$ cat src/rtl/core/ud_pkg.sv
`timescale 1ns / 1ps
// ----------------------------------------------------------------------------
// ud_pkg
// Types and constants shared by the UTF-8 to UTF-16 decoder modules.
// ----------------------------------------------------------------------------
package ud_pkg;

    localparam logic        OP_DATA     = 1'b0;
    localparam logic        OP_FLUSH    = 1'b1;

    localparam logic [15:0] UNIT_REPL   = 16'hFFFD;
    localparam logic [15:0] SURR_HI     = 16'hD800;
    localparam logic [15:0] SURR_LO     = 16'hDC00;
    localparam logic [20:0] POINT_MAX   = 21'h10FFFF;
    localparam logic [20:0] SURR_FIRST  = 21'h00D800;
    localparam logic [20:0] SURR_LAST   = 21'h00DFFF;
    localparam logic [20:0] PLANE1_BASE = 21'h010000;
    localparam logic [16:0] LEAST_2B    = 17'h00080;
    localparam logic [16:0] LEAST_3B    = 17'h00800;
    localparam logic [16:0] LEAST_4B    = 17'h10000;

    // sequence state kept between bytes
    typedef struct packed {
        logic [20:0] partial_point;
        logic [16:0] least_allowed;
        logic [1:0]  bytes_due;
    } seq_state_t;

    // up to two code units produced by one item
    typedef struct packed {
        logic [1:0]  count;
        logic [15:0] unit0;
        logic [15:0] unit1;
    } dec_result_t;

endpackage

$ cat src/rtl/core/ud_decode.sv
`timescale 1ns / 1ps
// ----------------------------------------------------------------------------
// ud_decode
// Sequence state register and the single-pass decode of one item into zero,
// one or two UTF-16 code units.
// ----------------------------------------------------------------------------
module ud_decode
    import ud_pkg::*;
(
    input  logic        clk,
    input  logic        rst_n,
    input  logic        accept,
    input  logic        operation,
    input  logic [7:0]  byte_value,
    output dec_result_t result
);

    typedef struct packed {
        logic        emit;
        logic [15:0] unit;
        seq_state_t  st;
    } fresh_t;

    seq_state_t  state_reg;
    seq_state_t  state_next;

    function automatic fresh_t decode_fresh(input logic [7:0] b);
        fresh_t f;
        f = '0;
        priority if (b[7] == 1'b0)
        begin
            f.emit = 1'b1;
            f.unit = {8'h00, b};
        end
        else if (b[7:5] == 3'b110)
        begin
            f.st.partial_point = {16'h0000, b[4:0]};
            f.st.least_allowed = LEAST_2B;
            f.st.bytes_due     = 2'd1;
        end
        else if (b[7:4] == 4'b1110)
        begin
            f.st.partial_point = {17'h00000, b[3:0]};
            f.st.least_allowed = LEAST_3B;
            f.st.bytes_due     = 2'd2;
        end
        else if (b[7:3] == 5'b11110)
        begin
            f.st.partial_point = {18'h00000, b[2:0]};
            f.st.least_allowed = LEAST_4B;
            f.st.bytes_due     = 2'd3;
        end
        else
        begin
            f.emit = 1'b1;
            f.unit = UNIT_REPL;
        end
        return f;
    endfunction

    fresh_t      fresh;
    logic [20:0] shifted;
    logic [1:0]  due_dec;
    logic [20:0] offset;
    logic        bad_point;

    always_comb
    begin
        fresh      = decode_fresh(byte_value);
        shifted    = {state_reg.partial_point[14:0], byte_value[5:0]};
        due_dec    = state_reg.bytes_due - 2'd1;
        offset     = shifted - PLANE1_BASE;
        bad_point  = (shifted < {4'h0, state_reg.least_allowed}) ||
                     (shifted > POINT_MAX) ||
                     ((shifted >= SURR_FIRST) && (shifted <= SURR_LAST));
        result     = '0;
        state_next = state_reg;

        priority if (operation == OP_FLUSH)
        begin
            if (state_reg.bytes_due != 2'd0)
            begin
                result.count = 2'd1;
                result.unit0 = UNIT_REPL;
                state_next   = '0;
            end
        end
        else if (state_reg.bytes_due != 2'd0)
        begin
            if (byte_value[7:6] == 2'b10)
            begin
                if (due_dec == 2'd0)
                begin
                    state_next = '0;
                    priority if (bad_point)
                    begin
                        result.count = 2'd1;
                        result.unit0 = UNIT_REPL;
                    end
                    else if (shifted[20:16] == 5'd0)
                    begin
                        result.count = 2'd1;
                        result.unit0 = shifted[15:0];
                    end
                    else
                    begin
                        result.count = 2'd2;
                        result.unit0 = SURR_HI | {6'd0, offset[19:10]};
                        result.unit1 = SURR_LO | {6'd0, offset[9:0]};
                    end
                end
                else
                begin
                    state_next.partial_point = shifted;
                    state_next.bytes_due     = due_dec;
                end
            end
            else
            begin
                // broken sequence, then decode the byte again
                result.unit0 = UNIT_REPL;
                result.unit1 = fresh.unit;
                result.count = fresh.emit ? 2'd2 : 2'd1;
                state_next   = fresh.st;
            end
        end
        else
        begin
            result.count = {1'b0, fresh.emit};
            result.unit0 = fresh.unit;
            state_next   = fresh.st;
        end
    end

    always_ff @(posedge clk or negedge rst_n)
    begin
        if (!rst_n)
        begin
            state_reg <= '0;
        end
        else if (accept)
        begin
            state_reg <= state_next;
        end
    end

endmodule

$ cat src/rtl/core/ud_out_buf.sv
`timescale 1ns / 1ps
// ----------------------------------------------------------------------------
// ud_out_buf
// Result register holding up to two code units, drained one per transfer.
// ----------------------------------------------------------------------------
module ud_out_buf
    import ud_pkg::*;
(
    input  logic        clk,
    input  logic        rst_n,
    input  logic        load,
    input  dec_result_t result,
    output logic        load_ok,
    output logic        result_valid,
    input  logic        result_ready,
    output logic [15:0] code_unit,
    output logic        last
);

    logic [1:0]  count_reg;
    logic [1:0]  count_next;
    logic [15:0] unit0_reg;
    logic [15:0] unit0_next;
    logic [15:0] unit1_reg;
    logic [15:0] unit1_next;
    logic        pop;

    assign pop          = result_valid && result_ready;
    assign result_valid = (count_reg != 2'd0);
    assign last         = (count_reg == 2'd1);
    assign code_unit    = unit0_reg;
    assign load_ok      = (count_reg == 2'd0) || ((count_reg == 2'd1) && result_ready);

    always_comb
    begin
        count_next = count_reg;
        unit0_next = unit0_reg;
        unit1_next = unit1_reg;
        priority if (load)
        begin
            count_next = result.count;
            unit0_next = result.unit0;
            unit1_next = result.unit1;
        end
        else if (pop)
        begin
            count_next = count_reg - 2'd1;
            unit0_next = unit1_reg;
        end
    end

    always_ff @(posedge clk or negedge rst_n)
    begin
        if (!rst_n)
        begin
            count_reg <= 2'd0;
        end
        else
        begin
            count_reg <= count_next;
        end
    end

    always_ff @(posedge clk)
    begin
        unit0_reg <= unit0_next;
        unit1_reg <= unit1_next;
    end

endmodule

$ cat src/rtl/core/utf8_to_utf16_decoder.sv
`timescale 1ns / 1ps
// The first code unit of an item is offered in the cycle after its transfer.
// Throughput: one byte per cycle while result_ready is high; an item with two code
// units fills the two-entry result register, so the next byte waits for a pop.
// Reset: rst_n clears the sequence state and empties the result register.
// ----------------------------------------------------------------------------
// utf8_to_utf16_decoder
// UTF-8 byte stream to UTF-16 code units, malformed input replaced by U+FFFD.
// ----------------------------------------------------------------------------
module utf8_to_utf16_decoder
    import ud_pkg::*;
(
    input  logic        clk,
    input  logic        rst_n,
    input  logic        item_valid,
    output logic        item_ready,
    input  logic        operation,
    input  logic [7:0]  byte_value,
    output logic        result_valid,
    input  logic        result_ready,
    output logic [15:0] code_unit,
    output logic        last
);

    dec_result_t result;
    logic        accept;

    assign accept = item_valid && item_ready;

    ud_decode u_decode (
        .clk        (clk),
        .rst_n      (rst_n),
        .accept     (accept),
        .operation  (operation),
        .byte_value (byte_value),
        .result     (result)
    );

    ud_out_buf u_out_buf (
        .clk          (clk),
        .rst_n        (rst_n),
        .load         (accept),
        .result       (result),
        .load_ok      (item_ready),
        .result_valid (result_valid),
        .result_ready (result_ready),
        .code_unit    (code_unit),
        .last         (last)
    );

    // no new byte while a first unit of a pair is still waiting
    assert property (@(posedge clk) disable iff (!rst_n)
        (result_valid && !last) |-> !item_ready)
        else $error("item taken while a unit pair is pending");

    // the first unit of a pair is always followed by the final one
    assert property (@(posedge clk) disable iff (!rst_n)
        (result_valid && result_ready && !last) |=> (result_valid && last))
        else $error("second unit of a pair missing");

    // a transfer that yields units shows its first unit next cycle
    assert property (@(posedge clk) disable iff (!rst_n)
        (accept && result.count != 2'd0) |=>
            (result_valid && code_unit == $past(result.unit0)))
        else $error("first code unit not presented");

    // a transfer that yields nothing leaves the result register empty
    assert property (@(posedge clk) disable iff (!rst_n)
        (accept && result.count == 2'd0) |=> !result_valid)
        else $error("result shown for an item without output");

endmodule

$ cat config.mk
export PLATFORM = sky130hd
export DESIGN_NAME = utf8_to_utf16_decoder
export DESIGN_NICKNAME = d
export VERILOG_FILES = /design/src/rtl/core/ud_pkg.sv /design/src/rtl/core/ud_decode.sv /design/src/rtl/core/ud_out_buf.sv /design/src/rtl/core/utf8_to_utf16_decoder.sv
export SDC_FILE = /design/constraint.sdc
export NUM_CORES = 1
export LEC_CHECK = 0
export BUFFER_PORTS_ARGS = -buffer_cell sky130_fd_sc_hd__buf_2
export CAP_MARGIN = 40
export CORE_ASPECT_RATIO = 1.1
export CORE_MARGIN = 4
export CORE_UTILIZATION = 25
export CTS_BUF_LIST = sky130_fd_sc_hd__clkbuf_8
export DETAILED_ROUTE_END_ITERATION = 6
export PLACE_DENSITY = 0.38
export SYNTH_ARGS = -nofsm -noshare
export SYNTH_HDL_FRONTEND = slang
export SYNTH_HIERARCHICAL = 1
export SYNTH_SLANG_ARGS = --single-unit
export TNS_END_PERCENT = 100
$ cat constraint.sdc
create_clock -name clk -period 3.4 [get_ports clk]
set_clock_uncertainty 0.1 [all_clocks]
set_input_delay 0 -clock clk [delete_from_list [all_inputs] [get_ports clk]]
set_output_delay 0 -clock clk [all_outputs]
set_load 0.01 [all_outputs]
==> run metrics <==
shortest period the worst path allows 2.84 ns; mean number of vias per cell 5.05; final wirelength 8890 um; instance count of the mapped netlist 309; Residual DRC 0; Critical Path Fanout Max 15; max-cap viol count 0; Boundary Pins 32; summed instance area of the synthesized netlist 3120 um^2; count of inserted antenna diode cells 0; area delta synth->final 14.9%; Peak supply drop 0.291 mV; clk root buf sky130_fd_sc_hd__clkbuf_8; count of antenna-violating nets left after detailed routing 0; via total after detailed routing 2484; final core utilization 29.6%; Placer Congestion 0.826; clock edge transition at the registers on the reported setup and hold paths 0.11 ns; Final #Nets 358; proportion of layout cells with a drive suffix above 1 21.0%; Sink Count 54; global-route usage over all layers 12.9%; clock tree from TritonCTS yes; final instance area 3590 um^2; Netlist cell types 53; Max Root-Sink Buffers 2; post-synth net total 330; remaining max-slew budget at the tightest pin 47.2%; most used flip-flop cell after synthesis sky130_fd_sc_hd__edfxtp_1; total clock buffers created by CTS 5; total power per unit cell area 694 nW/um^2; class of the tightest hold or removal check primary input to flop; nature of the critical path startpoint flop; number of H-tree levels 2; average routed wire per standard cell 18.1 um; clock latency on the worst-skew pair 0.32 ns; CP Data Arrival Time 2.82 ns; total of endpoints with negative setup slack in the final report 0; fillers 1264; sum of negative setup slack 0 ns; die width 115 um; core area 12100 um^2; Final Hold Viols 0; die span in y 125 um; Avg Synthesized Cell Area 10.1 um^2; max frequency 352 MHz; initial antenna violation count 0; Setup crit end kind flop; sequential cell area fraction in the yosys report 48.4%; endpoint required time on the critical path 3.38 ns; unrepaired setup endpoints after global routing false; first-pass GRT wire length 14500 um; final cycle utilization of the critical path 83.6%; number of flops mapped to enable cells by yosys 32; placement-stage worst setup slack 0.515 ns; total congestion overflow 0; placed standard-cell area 3410 um^2; class of the most critical setup path flop to flop; vias in the first global route 2502; Starting DRT DRC Count 208; transition time of the tightest slew-check pin 0.787 ns; number of gates resized after cts 0; row count 42; run status finished clean; LEAKAGE 1.46 nW; final slew viol count 0; Seq cells post-synth 54; crit path setup slack, layout 0.559 ns; number of warnings printed during yosys synthesis 6; number of port buffers 31; pin count of the biggest net entering global routing 32; floorplan die area 14300 um^2; Detailed Routing Iterations Pass 1 5; Async SR Flop Fraction 40.7%; starting density of the core 25.7%; total half-perimeter wirelength after legalization and detailed placement 6420 um
==> worst max-delay path: stages (launching register included) <==
cell                       delay [ns]
sky130_fd_sc_hd__dfrtp_1         0.41
sky130_fd_sc_hd__inv_1           0.06
sky130_fd_sc_hd__ha_1            0.36
sky130_fd_sc_hd__or2_2           0.44
sky130_fd_sc_hd__nor2_1          0.54
sky130_fd_sc_hd__and3_1          0.29
sky130_fd_sc_hd__a221oi_1        0.11
sky130_fd_sc_hd__mux2_2          0.30
==> power breakdown <==
part / internal (W) / switching, W
combinational: 0.000375 / 0.000604
clock: 0.000243 / 0.000225
sequential: 0.000950 / 0.0000942
total: 0.00157 / 0.000923
==> cells in the final DEF, fill, tap and decap left out, types with 8 or more instances in the layout <==
| cell type | n |
|---|---|
| sky130_fd_sc_hd__nand2_1 | 41 |
| sky130_fd_sc_hd__edfxtp_1 | 32 |
| sky130_fd_sc_hd__buf_2 | 31 |
| sky130_fd_sc_hd__o21ai_0 | 22 |
| sky130_fd_sc_hd__dfrtp_1 | 22 |
| sky130_fd_sc_hd__a21oi_1 | 18 |
| sky130_fd_sc_hd__nor3_1 | 16 |
| sky130_fd_sc_hd__mux2_2 | 16 |
| sky130_fd_sc_hd__a22o_1 | 14 |
| sky130_fd_sc_hd__inv_1 | 11 |
| sky130_fd_sc_hd__nor2_1 | 10 |
| sky130_fd_sc_hd__ha_1 | 8 |
==> per-layer routing <==
layer  part of all wire (%)  vias to the layer above  GRT usage (%)
li1                       -                     1210              -
met1                     46                     1218           17.4
met2                     50                       49           21.0
met3                    3.0                        7           2.13
met4                    1.3                        0           3.63
met5                      0                        -              0
==> stage by stage <==
step	power [W]	instances	hold WS, ns
6_report	0.00249	492	0.00511
5_1_grt	0.00268	492	0.0132
3_5_place_dp	0.00205	478	-0.0677
2_1_floorplan	0.00171	309	-0.396
4_1_cts	0.00254	492	0.000592
3_3_place_gp	0.00205	478	-0.0678
==> path summary, 6_finish.rpt <==
path,from,endpoint,slack (ns),cells after the start
setup / recovery,u_decode/state_reg[0],u_out_buf/code_unit[0],0.56,7
hold / removal,byte_value[4],u_decode/shifted[10],0.005,2
setup reg to reg,u_decode/state_reg[0],u_out_buf/code_unit[0],0.56,7
hold reg to reg,u_decode/state_reg[1],u_decode/state_reg[1],0.39,2
max in group asynchronous,rst_n,u_decode/shifted[9],2.74,2
min in group asynchronous,rst_n,u_out_buf/count_reg[0],0.09,2
==> Yosys cell counts, drive strengths merged (4+ instances only) <==
library cell  number  share of area [%]
nand2b             4               0.80
dfrtp             22                 18
nor3              16                2.6
nor2              10                1.2
edfxtp            32                 31
ha                 8                3.2
a31oi              5                1.0
buf                9                2.0
inv               11                1.3
nand2             41                4.9
mux2              16                5.8
a22o              14                3.9
a21oi             19                3.2
or2                4               0.80
clkbuf            13                1.6
a221oi             5                1.4
nand3              5               0.96
a21o               4               0.96
o21ai             24                3.8
and3               6                1.4
==> kinds of logic after synthesis <==
group           count (synthesis)  share of synthesized area, %
simple gates                  111                          19.0
mux                            16                          5.77
fa+ha+maj                       8                          3.21
buf+inv                        33                          4.85
flops                          54                          48.4
xor+xnor                        1                         0.280
compound gates                 86                          18.5
==> final cells by class <==
type / instances / area (um^2) / share of cell area, %
sequential: 54 / 1510 / 42.1
multi-input combinational: 222 / 1460 / 40.7
timing repair buffer: 43 / 260 / 7.25
tap: 154 / 193 / 5.37
clock buffer: 6 / 82.6 / 2.30
inverter: 11 / 41.3 / 1.15
clock inverter: 2 / 38.8 / 1.08
==> timing repair <==
action / 4_1_cts / 5_1_grt
hold endpoints to repair: 28 / 0
buffers inserted: 0 / 0
hold buffers: 6 / 0
(Power assumes the default switching activity.)
